File: src/rtl/core/drtf_pkg.sv
`timescale 1ns / 1ps

package drtf_pkg;

  localparam int TABLE_DEPTH = 2048;
  localparam int IDX_W       = $clog2(TABLE_DEPTH);
  localparam int CNT_W       = $clog2(TABLE_DEPTH + 1);

  localparam int DATE_W   = 23;
  localparam int RATE_IN_W = 48;
  localparam int RATE_W   = 47;
  localparam int AMT_W    = 32;
  localparam int VALUE_W  = 57;
  localparam int ENTRY_W  = RATE_W + DATE_W;

  // amounts that pass the range check fit in MUL_A_W bits
  localparam int MUL_A_W  = 26;
  localparam int MUL_B_W  = RATE_W - 16;

  localparam logic [AMT_W-1:0] AMOUNT_LIMIT = AMT_W'(1000 << 16);

  typedef enum logic [2:0] {
    ST_STORED  = 3'd0,
    ST_EXACT   = 3'd1,
    ST_EARLIER = 3'd2,
    ST_DUP     = 3'd3,
    ST_NEG     = 3'd4,
    ST_FULL    = 3'd5,
    ST_RANGE   = 3'd6,
    ST_NONE    = 3'd7
  } status_code_t;

  typedef struct packed {
    logic         load;
    logic         srch_rd;
    logic         srch_upd;
    logic         rd_pos;
    logic         rd_prev;
    logic         shift_init;
    logic         shift_rd;
    logic         shift_wr;
    logic         store;
    logic         mul_lo;
    logic         mul_hi;
    logic         out_load;
    status_code_t code;
  } cmd_t;

  typedef struct packed {
    logic act;
    logic range_bad;
    logic srch_done;
    logic hit;
    logic neg;
    logic full;
    logic pos_zero;
    logic shift_done;
    logic out_busy;
  } stat_t;

endpackage

File: src/rtl/core/drtf_ctrl.sv
`timescale 1ns / 1ps

module drtf_ctrl (
  input  logic            clk,
  input  logic            rst_n,
  input  logic            in_valid,
  output logic            in_ready,
  input  drtf_pkg::stat_t stat,
  output drtf_pkg::cmd_t  cmd
);

  typedef enum logic [3:0] {
    S_IDLE,
    S_SRCH_RD,
    S_SRCH_CMP,
    S_POS_RD,
    S_CHECK,
    S_PREV_RD,
    S_MUL_LO,
    S_MUL_HI,
    S_SHIFT_RD,
    S_SHIFT_WR,
    S_STORE,
    S_DONE
  } state_t;

  state_t                 state_r, state_nxt;
  drtf_pkg::status_code_t code_r, code_nxt;

  always_comb begin
    state_nxt = state_r;
    code_nxt  = code_r;
    cmd       = '0;
    cmd.code  = code_r;
    in_ready  = (state_r == S_IDLE);
    unique case (state_r)
      S_IDLE: begin
        if (in_valid) begin
          cmd.load  = 1'b1;
          state_nxt = S_SRCH_RD;
        end
      end
      S_SRCH_RD: begin
        if (stat.act && stat.range_bad) begin
          code_nxt  = drtf_pkg::ST_RANGE;
          state_nxt = S_DONE;
        end else if (stat.srch_done) begin
          state_nxt = S_POS_RD;
        end else begin
          cmd.srch_rd = 1'b1;
          state_nxt   = S_SRCH_CMP;
        end
      end
      S_SRCH_CMP: begin
        cmd.srch_upd = 1'b1;
        state_nxt    = S_SRCH_RD;
      end
      S_POS_RD: begin
        cmd.rd_pos = 1'b1;
        state_nxt  = S_CHECK;
      end
      S_CHECK: begin
        if (!stat.act) begin
          if (stat.hit) begin
            code_nxt  = drtf_pkg::ST_DUP;
            state_nxt = S_DONE;
          end else if (stat.neg) begin
            code_nxt  = drtf_pkg::ST_NEG;
            state_nxt = S_DONE;
          end else if (stat.full) begin
            code_nxt  = drtf_pkg::ST_FULL;
            state_nxt = S_DONE;
          end else begin
            cmd.shift_init = 1'b1;
            state_nxt      = S_SHIFT_RD;
          end
        end else if (stat.hit) begin
          code_nxt  = drtf_pkg::ST_EXACT;
          state_nxt = S_MUL_LO;
        end else if (!stat.pos_zero) begin
          code_nxt  = drtf_pkg::ST_EARLIER;
          state_nxt = S_PREV_RD;
        end else begin
          code_nxt  = drtf_pkg::ST_NONE;
          state_nxt = S_DONE;
        end
      end
      S_PREV_RD: begin
        cmd.rd_prev = 1'b1;
        state_nxt   = S_MUL_LO;
      end
      S_MUL_LO: begin
        cmd.mul_lo = 1'b1;
        state_nxt  = S_MUL_HI;
      end
      S_MUL_HI: begin
        cmd.mul_hi = 1'b1;
        state_nxt  = S_DONE;
      end
      // move entries above the insert point up by one, top first
      S_SHIFT_RD: begin
        if (stat.shift_done) begin
          state_nxt = S_STORE;
        end else begin
          cmd.shift_rd = 1'b1;
          state_nxt    = S_SHIFT_WR;
        end
      end
      S_SHIFT_WR: begin
        cmd.shift_wr = 1'b1;
        state_nxt    = S_SHIFT_RD;
      end
      S_STORE: begin
        cmd.store = 1'b1;
        code_nxt  = drtf_pkg::ST_STORED;
        state_nxt = S_DONE;
      end
      S_DONE: begin
        // hold until the output register is free
        if (!stat.out_busy) begin
          cmd.out_load = 1'b1;
          state_nxt    = S_IDLE;
        end
      end
      default: begin
        state_nxt = S_IDLE;
      end
    endcase
  end

  always_ff @(posedge clk) begin
    if (!rst_n) begin
      state_r <= S_IDLE;
      code_r  <= drtf_pkg::ST_NONE;
    end else begin
      state_r <= state_nxt;
      code_r  <= code_nxt;
    end
  end

endmodule

File: config.mk
export PLATFORM = sky130hd
export DESIGN_NAME = drtf_ctrl
export DESIGN_NICKNAME = d
export VERILOG_FILES = /design/src/rtl/core/drtf_pkg.sv /design/src/rtl/core/drtf_ctrl.sv
export SDC_FILE = /design/constraint.sdc
export NUM_CORES = 1
export LEC_CHECK = 0
export BUFFER_PORTS_ARGS = -buffer_cell sky130_fd_sc_hd__buf_2
export CAP_MARGIN = 20
export CORE_MARGIN = 2
export CORE_UTILIZATION = 45
export DETAILED_ROUTE_END_ITERATION = 7
export PLACE_DENSITY = 0.85
export SYNTH_ARGS = -nofsm -noshare
export SYNTH_HDL_FRONTEND = slang
export SYNTH_SLANG_ARGS = --single-unit
File: constraint.sdc
create_clock -name clk -period 2 [get_ports clk]
set_input_delay 0.3 -clock clk [delete_from_list [all_inputs] [get_ports clk]]
set_output_delay 0.3 -clock clk [all_outputs]
set_load 0.05 [all_outputs]
# Word level (Yosys, flattened, before mapping)
# Cells that the tools add are included.
[totals]
reg_bits = 7
latchBits = 0
mem_bits_rw = 0
romBits = 0
in_bits = 12
wordCells = 64
memories = 0
[classes]
n_addsub = 0
n_mul = 0
div = 0
magnitude_cmp = 0
n_eq_ne = 15
n_shift = 0
n_mux = 41
bitwise_logic = 0
n_reduce_logical = 6
[ops]
columns = ["op", "count"]
rows = [
  ["4-bit case mux with 11 select lines", 1],
  ["4-bit 2-to-1 mux", 6],
  ["1-bit 2-to-1 mux", 22],
  ["3-bit 2-to-1 mux", 7],
  ["4-bit by 3-bit equality test with 1-bit output, second input constant", 4],
  ["4-bit equality test, second input constant", 4],
  ["3-bit case mux with 3 select lines", 1],
  ["4-bit by 2-bit equality test with 1-bit output, second input constant", 2],
  ["2-bit 2-to-1 mux", 4],
  ["2-bit inequality test, second input constant", 3],
  ["5-bit inequality test, second input constant", 1],
  ["4-bit by 1-bit equality test with 1-bit output, second input constant", 1],
  ["4-bit logical NOT", 1],
  ["3-bit AND reduction", 1],
  ["3-bit nonzero test", 1],
  ["2-bit AND reduction", 1],
  ["2-bit OR reduction", 1],
  ["1-bit logical AND", 1],
]

# Longest topological paths before layout
# Gate-level depths: netlist of run 1.
[logic_depth]
ltp_word = 5
ltp_mapped = 7
mapped_depth_nobuf = 6

# Least setup slack after synthesis of run 1
# OpenSTA, ideal clock, no wires.
[synth_timing]
path_kind = "register to output"
startpoint = "reg state_r[3]"
endpoint = "out cmd[8] (netlist bit)"
t_arrival_ps = 2201
t_required_ps = 1700
setup_slack_ps = -501
path_stages_with_launch = 4
cell_sequence = "dfxtp_1 clkbuf_1 nand2b_1 nor4_1"
[synth_rtl]
columns = ["element", "line", "source"]
rows = [
  ["start, declared", "drtf_ctrl.sv:27", "state_t state_r, state_nxt;"],
  ["start signal, assigned", "drtf_ctrl.sv:136", "state_r <= state_nxt;"],
  ["end, declared", "drtf_ctrl.sv:9", "output drtf_pkg::cmd_t cmd"],
]

==> results of run 1 <==
==> registers in the layout, summed over array words and instances, names as in the netlist <==
signal / flops
state_r: 4
code_r: 3
==> cells by family after synthesis <==
family	synth area share [%]
flops	22.2
xor+xnor	1.39
fa+ha+maj	1.98
mux	1.59
simple gates	35.1
compound gates	29.8
buf+inv	7.94
==> where the power goes <==
part / leakage, nW / switching, W / internal [W]
clock: 0.0150 / 0.0000544 / 0.0000763
combinational: 0.313 / 0.000564 / 0.000272
sequential: 0.0574 / 0.0000370 / 0.000186
total: 0.386 / 0.000655 / 0.000534
==> critical path, delay by kind of cell, from the launching register on <==
kind,cells,cell delay (ns)
buf+inv,1,0.23
flops,1,0.36
simple gates,2,0.76
==> cell usage in the layout, fill, tap and decap left out, drive strengths merged, types with 2 or more instances in the layout <==
cell,n
nand2,4
a21oi,4
a211oi,2
o31ai,2
and2,4
nor3,6
nor4,2
buf,30
clkbuf,5
o21ai,3
or4,2
a2bb2oi,2
nand2b,6
inv,7
a211o,2
dfxtp,7
nor3b,2
nand3,2
nor2,9
==> how the worst max path moves through the flow <==
stage           endpoint  cells after the start
6_report          cmd[9]                      3
4_1_cts           cmd[9]                      3
2_1_floorplan    cmd[12]                      2
3_3_place_gp   code_r[1]                      4
5_1_grt           cmd[9]                      3
3_5_place_dp   code_r[0]                      4
==> routing by layer <==
metal | global-route usage (%) | wire [um] | vias up
li1 | - | - | 378
met1 | 22.5 | 733 | 346
met2 | 41.3 | 893 | 29
met3 | 4.35 | 90 | 5
met4 | 9.68 | 29 | 0
met5 | 0 | 0 | -
==> final cells by class <==
class,count,area (um2)
tap,15,18.8
inverter,7,26.3
multi-input combinational,68,473
timing repair buffer,31,168
clock buffer,4,26.3
sequential,7,140
fill,125,449
==> stage by stage <==
| step | util (%) | hold WS [ns] | TNS [ns] |
|---|---|---|---|
| 3_5_place_dp | 62.8 | 0.454 | 0 |
| 6_report | 65.5 | 0.282 | 0 |
| 5_1_grt | 65.5 | 0.281 | -0.00530 |
| 3_3_place_gp | 62.8 | 0.440 | 0 |
| 2_1_floorplan | - | 0.373 | 0 |
| 4_1_cts | 65.3 | 0.275 | 0 |
==> repair_timing <==
action,in CTS,in global routing
gates cloned,0,0
gates resized for setup,1,1
setup endpoints to repair,1,1
==> impl_metrics.py, run 1 <==
metrics = {
    "status": {
        "status": "completed",
    },
    "pwr": {
        "leakage_nw": 0.386,
        "totalPowerFinal_w": 0.00119,
        "power.density_mw_per_mm2": 1400,
        "ir_drop_uv": 760,
    },
    "setup_path": {
        "cp.required_ns": 1.70,
        "cp-end-kind": "output pin",
        "cp-start-kind": "register",
        "slowest_delay_ns": 0.62,
        "cp_max_fo": 7,
        "r2r_start": "state_r[1]",
        "critPathArrivalTime_ns": 1.61,
        "cp-startpoint": "state_r[1]",
        "crit_chain": "or4b_1, nor2_1, clkbuf_4",
        "worstSetupPathType": "register to output pin",
        "r2r_cells": 4,
        "slowest_stage": "or4b_1",
        "reg2reg_setup_slack_ns": 0.22,
        "reg2reg_to": "code_r[0]",
    },
    "logic_synthesis": {
        "ys_seq_elements": 7,
        "netlist_instances": 88,
        "synthesis.nets": 101,
        "yosysUniqueCellTypes": 38,
        "synth_top_cell_area_share_pct": 22.2,
        "yosysTopAreaCell": "dfxtp_1",
        "synthArstFlopShare_pct": 0,
        "ys_warn_count": 0,
        "yosysMostFrequentCell": "nor2_1",
        "syn_avg_cell_area_um2": 7.17,
        "ys_top_cells_by_count": "nor2_1 (9), dfxtp_1 (7), inv_1 (7), nand2b_1 (6), nor3_1 (6)",
        "ys.flop_type": "dfxtp_1",
        "synth-seq-area-share_pct": 22.2,
        "synth_edf_count": 0,
        "synth_area_leaders": "dfxtp_1 (22%), nand2b_1 (6.0%), nor2_1 (5.4%)",
        "synthesis.area_um2": 631,
    },
    "min_path": {
        "min-delay-start": "rst_n",
        "whs_endpoint": "code_r[2]",
        "hold_depth": 2,
        "hold_path.class": "primary input to register",
    },
    "final_layout": {
        "diodes": 0,
        "drive_above_1_share_pct": 36.8,
        "nets": 131,
        "fin_cells": 132,
        "area_growth_pct": 35.1,
        "fin_area_um2": 852,
    },
    "global_route": {
        "grt_max_degree": 16,
        "grt_pass1_vias": 722,
        "grt_use_total_pct": 21.7,
        "grt_pass1_wl_um": 2960,
        "grt_antenna_before_repair": 0,
        "gr-total-overflow": 0,
    },
    "placement": {
        "place.gp.congestion": 0.794,
        "place_area_um2": 817,
        "io_buffer_count": 27,
        "placed_cells": 128,
        "dpl.hpwl_um": 1360,
        "dpl_worst_slack_ns": 0.227,
    },
    "clock_tree": {
        "numClockSinks": 7,
        "cts_setup_buffers": 0,
        "cts_max_level": 1,
        "cts_hold_buf": 0,
        "numCtsBuffers": 3,
        "cts_buffer_depth": 2,
        "cts_tree": "yes",
        "clock-root-buffer": "clkbuf_4",
        "cts.clk_slew.worst_paths_ns": 0.06,
        "clk-insertion-delay-late_ns": 0.26,
    },
    "sta": {
        "slew_headroom_pct": 75.6,
        "setup_viol": 0,
        "finalCritPeriodShare_pct": 95.6,
        "fin_crit_ns": 1.91,
        "tightest_slew_ns": 0.364,
        "slew_viol_final": 0,
        "fmax_mhz": 523,
        "hold_viol_final": 0,
        "setup_ws_ns": 0.0881,
        "skew_ns": 0.00768,
    },
    "floorplanning": {
        "core_area_mm2": 0.00130,
        "io_pins": 28,
        "row_count": 13,
        "die_y_um": 41.4,
        "start_util_pct": 48.5,
        "dieArea_mm2": 0.00172,
        "die_w_um": 41.4,
    },
    "route": {
        "drt_first_iter_violations": 10,
        "antenna_left": 0,
        "wl_per_cell_um": 13.2,
        "viasPerCell": 5.74,
        "remaining_drc_errors": 0,
        "finalWirelength_um": 1750,
        "first_pass_iters": 4,
        "vias": 758,
    },
    "run": {
        "timing.max_cap.violations": 0,
    },
}
No activity file was read; power rests on OpenSTA's default activity.
==> run 2: changes to the inputs <==
--- a/config.mk
+++ b/config.mk
@@ -10,7 +10,7 @@
 export CORE_MARGIN = 2
 export CORE_UTILIZATION = 45
 export DETAILED_ROUTE_END_ITERATION = 7
-export PLACE_DENSITY = 0.85
+export PLACE_DENSITY_LB_ADDON = 0.25
 export SYNTH_ARGS = -nofsm -noshare
 export SYNTH_HDL_FRONTEND = slang
 export SYNTH_SLANG_ARGS = --single-unit
==> run 2 against run 1 <==
First-iteration DRC count increased by 80%. Cell area up 0.73%. Core utilization increased by 0.48 points. Cell count unchanged. Maximum frequency down 1.5%. Hold slack improved by 0.0022 ns. Critical path type unchanged.
==> impl_metrics.py, run 2 (synthesis results as in run 1) <==
metrics = {
    "final_layout": {
        "layout_commonest_cell": "buf_2",
        "max_flop_register": "state_r",
        "multi_input_comb_area_um2": 477,
        "fin_area_um2": 858,
        "drive_above_1_share_pct": 37.6,
        "fin_cells": 132,
        "final_cell_mix": "buf_2 (25), nor2_1 (9), inv_1 (7), dfxtp_1 (7), nand2b_1 (6)",
        "nets": 131,
        "diodes": 0,
        "fillers": 131,
        "top_regs": "state_r: 4 flops, code_r: 3 flops",
        "ff_latch_area_um2": 140,
        "largest_reg_flops": 4,
        "area_growth_pct": 36.1,
    },
    "route": {
        "first_pass_iters": 4,
        "viasPerCell": 5.85,
        "remaining_drc_errors": 0,
        "wl_per_cell_um": 13.0,
        "finalWirelength_um": 1720,
        "antenna_left": 0,
        "vias": 772,
        "drt_first_iter_violations": 18,
    },
    "pwr": {
        "pwr-share-clk_pct": 10.5,
        "p_comb_share_pct": 68.3,
        "intPower_w": 0.000534,
        "ir_drop_uv": 874,
        "power.density_mw_per_mm2": 1380,
        "leakage_nw": 0.387,
        "seq_power_share_pct": 21.2,
        "switchingPower_w": 0.000647,
        "swShare_pct": 54.8,
    },
    "setup_path": {
        "cp-start-kind": "register",
        "cp-end-kind": "output pin",
        "cp_max_fo": 7,
        "r2r_cells": 4,
        "cp.required_ns": 1.70,
        "worstSetupPathType": "register to output pin",
        "critPathArrivalTime_ns": 1.64,
    },
    "global_route": {
        "grt_use_total_pct": 21.2,
        "grt_pass1_vias": 679,
        "grt_max_degree": 13,
        "grt_pass1_wl_um": 2880,
        "grt_antenna_before_repair": 0,
        "gr-total-overflow": 0,
    },
    "placement": {
        "place_area_um2": 817,
        "io_buffer_count": 27,
        "placed_cells": 128,
        "dpl.hpwl_um": 1360,
        "place.gp.congestion": 0.810,
    },
    "floorplanning": {
        "die_w_um": 41.4,
        "io_pins": 28,
        "die_y_um": 41.4,
        "core_area_mm2": 0.00130,
        "start_util_pct": 48.5,
        "row_count": 13,
        "dieArea_mm2": 0.00172,
    },
    "min_path": {
        "hold_depth": 2,
        "hold_path.class": "primary input to register",
    },
    "sta": {
        "slew_viol_final": 0,
        "fin_crit_ns": 1.94,
        "skew_ns": 0.00805,
        "hold-worst-slack_ns": 0.284,
        "hold_viol_final": 0,
        "setup_viol": 0,
        "fmax_mhz": 515,
        "finalCritPeriodShare_pct": 97.1,
        "tightest_slew_ns": 0.327,
        "slew_headroom_pct": 78.1,
    },
    "clock_tree": {
        "clock-root-buffer": "clkbuf_4",
        "clk-insertion-delay-late_ns": 0.25,
        "cts_max_level": 1,
        "cts_tree": "yes",
        "cts.clk_slew.worst_paths_ns": 0.05,
        "numCtsBuffers": 3,
        "numClockSinks": 7,
        "cts_hold_buf": 0,
        "cts_buffer_depth": 2,
    },
    "run": {
        "timing.max_cap.violations": 0,
    },
    "status": {
        "status": "completed",
    },
}
-- run 2: cell types whose count changed in the layout (fill, tap and decap cells not counted) --
cell	previous run	this run
clkbuf_4	4	5
buf_2	26	25
or4b_1	1	0
or4b_4	0	1
-- run 2: final cells by class --
cell class	count	area share (%)
well taps	15	2.19
inverters	7	3.06
repair buffers	31	19.8
flip-flops and latches	7	16.3
clock buffers	4	3.06
multi-input cells	68	55.5
-- run 2: final timing paths --
path / start / to / slack (ns)
setup / recovery: state_r[2] / cmd[9] / 0.06
hold reg to reg: code_r[0] / code_r[0] / 0.46
hold / removal: rst_n / code_r[2] / 0.28
setup reg to reg: state_r[2] / code_r[1] / 0.19
-- run 2: critical path: stages, from the launching register on --
cell	delay [ns]
dfxtp_1	0.48
or4b_4	0.55
nor2_1	0.13
clkbuf_4	0.24
-- run 2: per-stage QoR --
step	setup TNS [ns]	util (%)	total power, W	worst slack (ns)
3_3_place_gp	0	62.8	0.00103	0.213
3_5_place_dp	0	62.8	0.00104	0.181
6_report	0	66.0	0.00118	0.0583
2_1_floorplan	0	-	0.000854	0.0524
5_1_grt	-0.00617	66.0	0.00126	-0.00617
4_1_cts	0	64.8	0.00117	0.0219
-- run 2: layer usage --
| metal | up-vias | share of wire (%) | GRT usage [%] | wire (um) |
|---|---|---|---|---|
| li1 | 379 | - | - | - |
| met1 | 367 | 42 | 24.1 | 726 |
| met2 | 24 | 52 | 38.8 | 898 |
| met3 | 2 | 4.5 | 2.61 | 77 |
| met4 | 0 | 0.82 | 9.68 | 14 |
| met5 | - | 0 | 0 | 0 |
-- run 2: timing repair --
item / 4_1_cts / 5_1_grt
buffers inserted: 0 / 0
setup endpoints to repair: 0 / 3
gates resized for setup: 0 / 4
-- run 2: power groups by stage --
stage	Combinational (W)	Sequential [W]	Clock, W
global placement	0.000787	0.000238	0
finish	0.000807	0.000250	0.000124
global route	0.000868	0.000256	0.000140
detailed placement	0.000802	0.000242	0
CTS	0.000803	0.000239	0.000130
floorplan	0.000568	0.000286	0
==> run 3: changes to the inputs <==
==> constraint.sdc (replaced) <==
create_clock -name clk -period 2.16 [get_ports clk]
set_input_delay 0.324 -clock clk [delete_from_list [all_inputs] [get_ports clk]]
set_output_delay 0.324 -clock clk [all_outputs]
set_load 0.05 [all_outputs]
==> run 3 against run 2 <==
First-iteration DRC count is 56% lower. Register-to-register slack gained 0.18 ns. Setup slack improved by 0.14 ns. Sequential share of layout area up 0.27 points. Clock-buffer cell count stayed put. Wire length fell by 8.6%. Global-route usage is 0.88 points lower. Hold slack better by 0.040 ns. Power down 8.8%. Highest routed layer unchanged.
==> impl_metrics.py, run 3 (synthesis results as in run 1) <==
metrics = {
    "clock_tree": {
        "cts_setup_buffers": 0,
        "numClockSinks": 7,
        "cts_tree": "yes",
        "numCtsBuffers": 3,
        "clk-insertion-delay-late_ns": 0.24,
        "cts_max_level": 1,
        "cts_hold_buf": 0,
        "clock-root-buffer": "clkbuf_4",
        "cts.clk_slew.worst_paths_ns": 0.05,
        "cts_buffer_depth": 2,
        "cts_resized": 0,
    },
    "floorplanning": {
        "die_y_um": 41.4,
        "die_w_um": 41.4,
        "start_util_pct": 48.5,
        "dieArea_mm2": 0.00172,
        "row_count": 13,
        "core_area_mm2": 0.00130,
        "io_pins": 28,
    },
    "sta": {
        "rsz0062_at_grt": "false",
        "skew_ns": 0.00598,
        "setup_tns_ns": 0,
        "slew_headroom_pct": 76.1,
        "hold_viol_final": 0,
        "hold-worst-slack_ns": 0.324,
        "tightest_slew_ns": 0.357,
        "fin_crit_ns": 1.97,
        "fmax_mhz": 509,
        "setup_ws_ns": 0.194,
        "slew_viol_final": 0,
        "setup_viol": 0,
        "finalCritPeriodShare_pct": 91.0,
    },
    "route": {
        "first_pass_iters": 4,
        "antenna_left": 0,
        "drt_first_iter_violations": 8,
        "finalWirelength_um": 1570,
        "vias": 731,
        "viasPerCell": 5.54,
        "remaining_drc_errors": 0,
        "wl_per_cell_um": 11.9,
    },
    "pwr": {
        "power.density_mw_per_mm2": 1280,
        "ir_drop_uv": 677,
        "leakage_nw": 0.383,
    },
    "global_route": {
        "grt_pass1_vias": 666,
        "met3_usage_pct": 3.91,
        "grt-busiest-layer": "met2",
        "grt_pass1_wl_um": 2810,
        "grt_util_met2_pct": 37.2,
        "grt_max_degree": 14,
        "met1_usage_pct": 23.5,
        "grt_antenna_before_repair": 0,
        "grt_use_total_pct": 20.3,
        "gr-total-overflow": 0,
    },
    "min_path": {
        "hold_depth": 2,
        "min-delay-start": "rst_n",
        "hold_path.class": "primary input to register",
        "whs_endpoint": "code_r[2]",
    },
    "setup_path": {
        "cp_max_fo": 7,
        "worstSetupPathType": "register to output pin",
        "cp-start-kind": "register",
        "reg2reg_to": "code_r[1]",
        "critPathArrivalTime_ns": 1.64,
        "reg2reg_setup_slack_ns": 0.37,
        "cp-end-kind": "output pin",
        "r2r_cells": 4,
        "r2r_start": "state_r[1]",
        "cp.required_ns": 1.84,
    },
    "final_layout": {
        "largest_reg_flops": 4,
        "ff_latch_area_um2": 140,
        "nets": 131,
        "area_growth_pct": 33.9,
        "max_flop_register": "state_r",
        "diodes": 0,
        "drive_above_1_share_pct": 35.9,
        "fillers": 124,
        "layout_commonest_cell": "buf_2",
        "final_cell_mix": "buf_2 (27), nor2_1 (9), inv_1 (7), dfxtp_1 (7), nand2b_1 (6)",
        "multi_input_comb_area_um2": 468,
        "top_regs": "state_r: 4 flops, code_r: 3 flops",
    },
    "placement": {
        "place.gp.congestion": 0.785,
        "dpl.hpwl_um": 1310,
        "dpl_worst_slack_ns": 0.371,
        "io_buffer_count": 27,
    },
    "status": {
        "status": "completed",
    },
    "run": {
        "timing.max_cap.violations": 0,
    },
}
run 3: metal layers:
| metal | routed length, um | part of all wire (%) |
|---|---|---|
| met1 | 710 | 45 |
| met4 | 15 | 0.96 |
| met3 | 51 | 3.3 |
| met5 | 0 | 0 |
| met2 | 790 | 50 |
run 3: how the worst max path moves through the flow:
stage / startpoint / to / slack (ns) / cells past startpoint
2_1_floorplan: state_r[0] / cmd[10] / -0.01 / 3
3_3_place_gp: state_r[1] / code_r[1] / 0.41 / 4
3_5_place_dp: state_r[1] / code_r[1] / 0.37 / 4
4_1_cts: state_r[2] / cmd[13] / 0.15 / 4
5_1_grt: state_r[1] / cmd[9] / 0.09 / 3
6_report: state_r[1] / cmd[9] / 0.19 / 3
run 3: final cells by class:
cell class	instances	share of cell area (%)
Clock buffer	4	3.11
Multi-Input combinational cell	68	55.4
Inverter	7	3.11
Tap cell	15	2.22
Timing Repair Buffer	31	19.6
Sequential cell	7	16.6
run 3: stage by stage:
step	power, W	util, %	cell area, um2	cells
after floorplan	0.000788	-	652	88
after global placement	0.000952	62.4	812	128
after detailed placement	0.000962	62.4	812	128
after CTS	0.00108	64.4	838	132
after global routing	0.00116	64.9	845	132
final	0.00108	64.9	845	132
run 3: worst max-delay path, cell delays in order (launching register included):
cell     delay (ns)
dfxtp_1        0.37
or4b_1         0.63
nor2_1         0.14
buf_2          0.27
run 3: power breakdown:
| part | switching [W] | internal, W | total (W) | leakage [nW] |
|---|---|---|---|---|
| Sequential | 0.0000449 | 0.000172 | 0.000217 | 0.0574 |
| Clock | 0.0000441 | 0.0000702 | 0.000114 | 0.0150 |
| Combinational | 0.000495 | 0.000250 | 0.000746 | 0.310 |
| Total | 0.000584 | 0.000493 | 0.00108 | 0.383 |
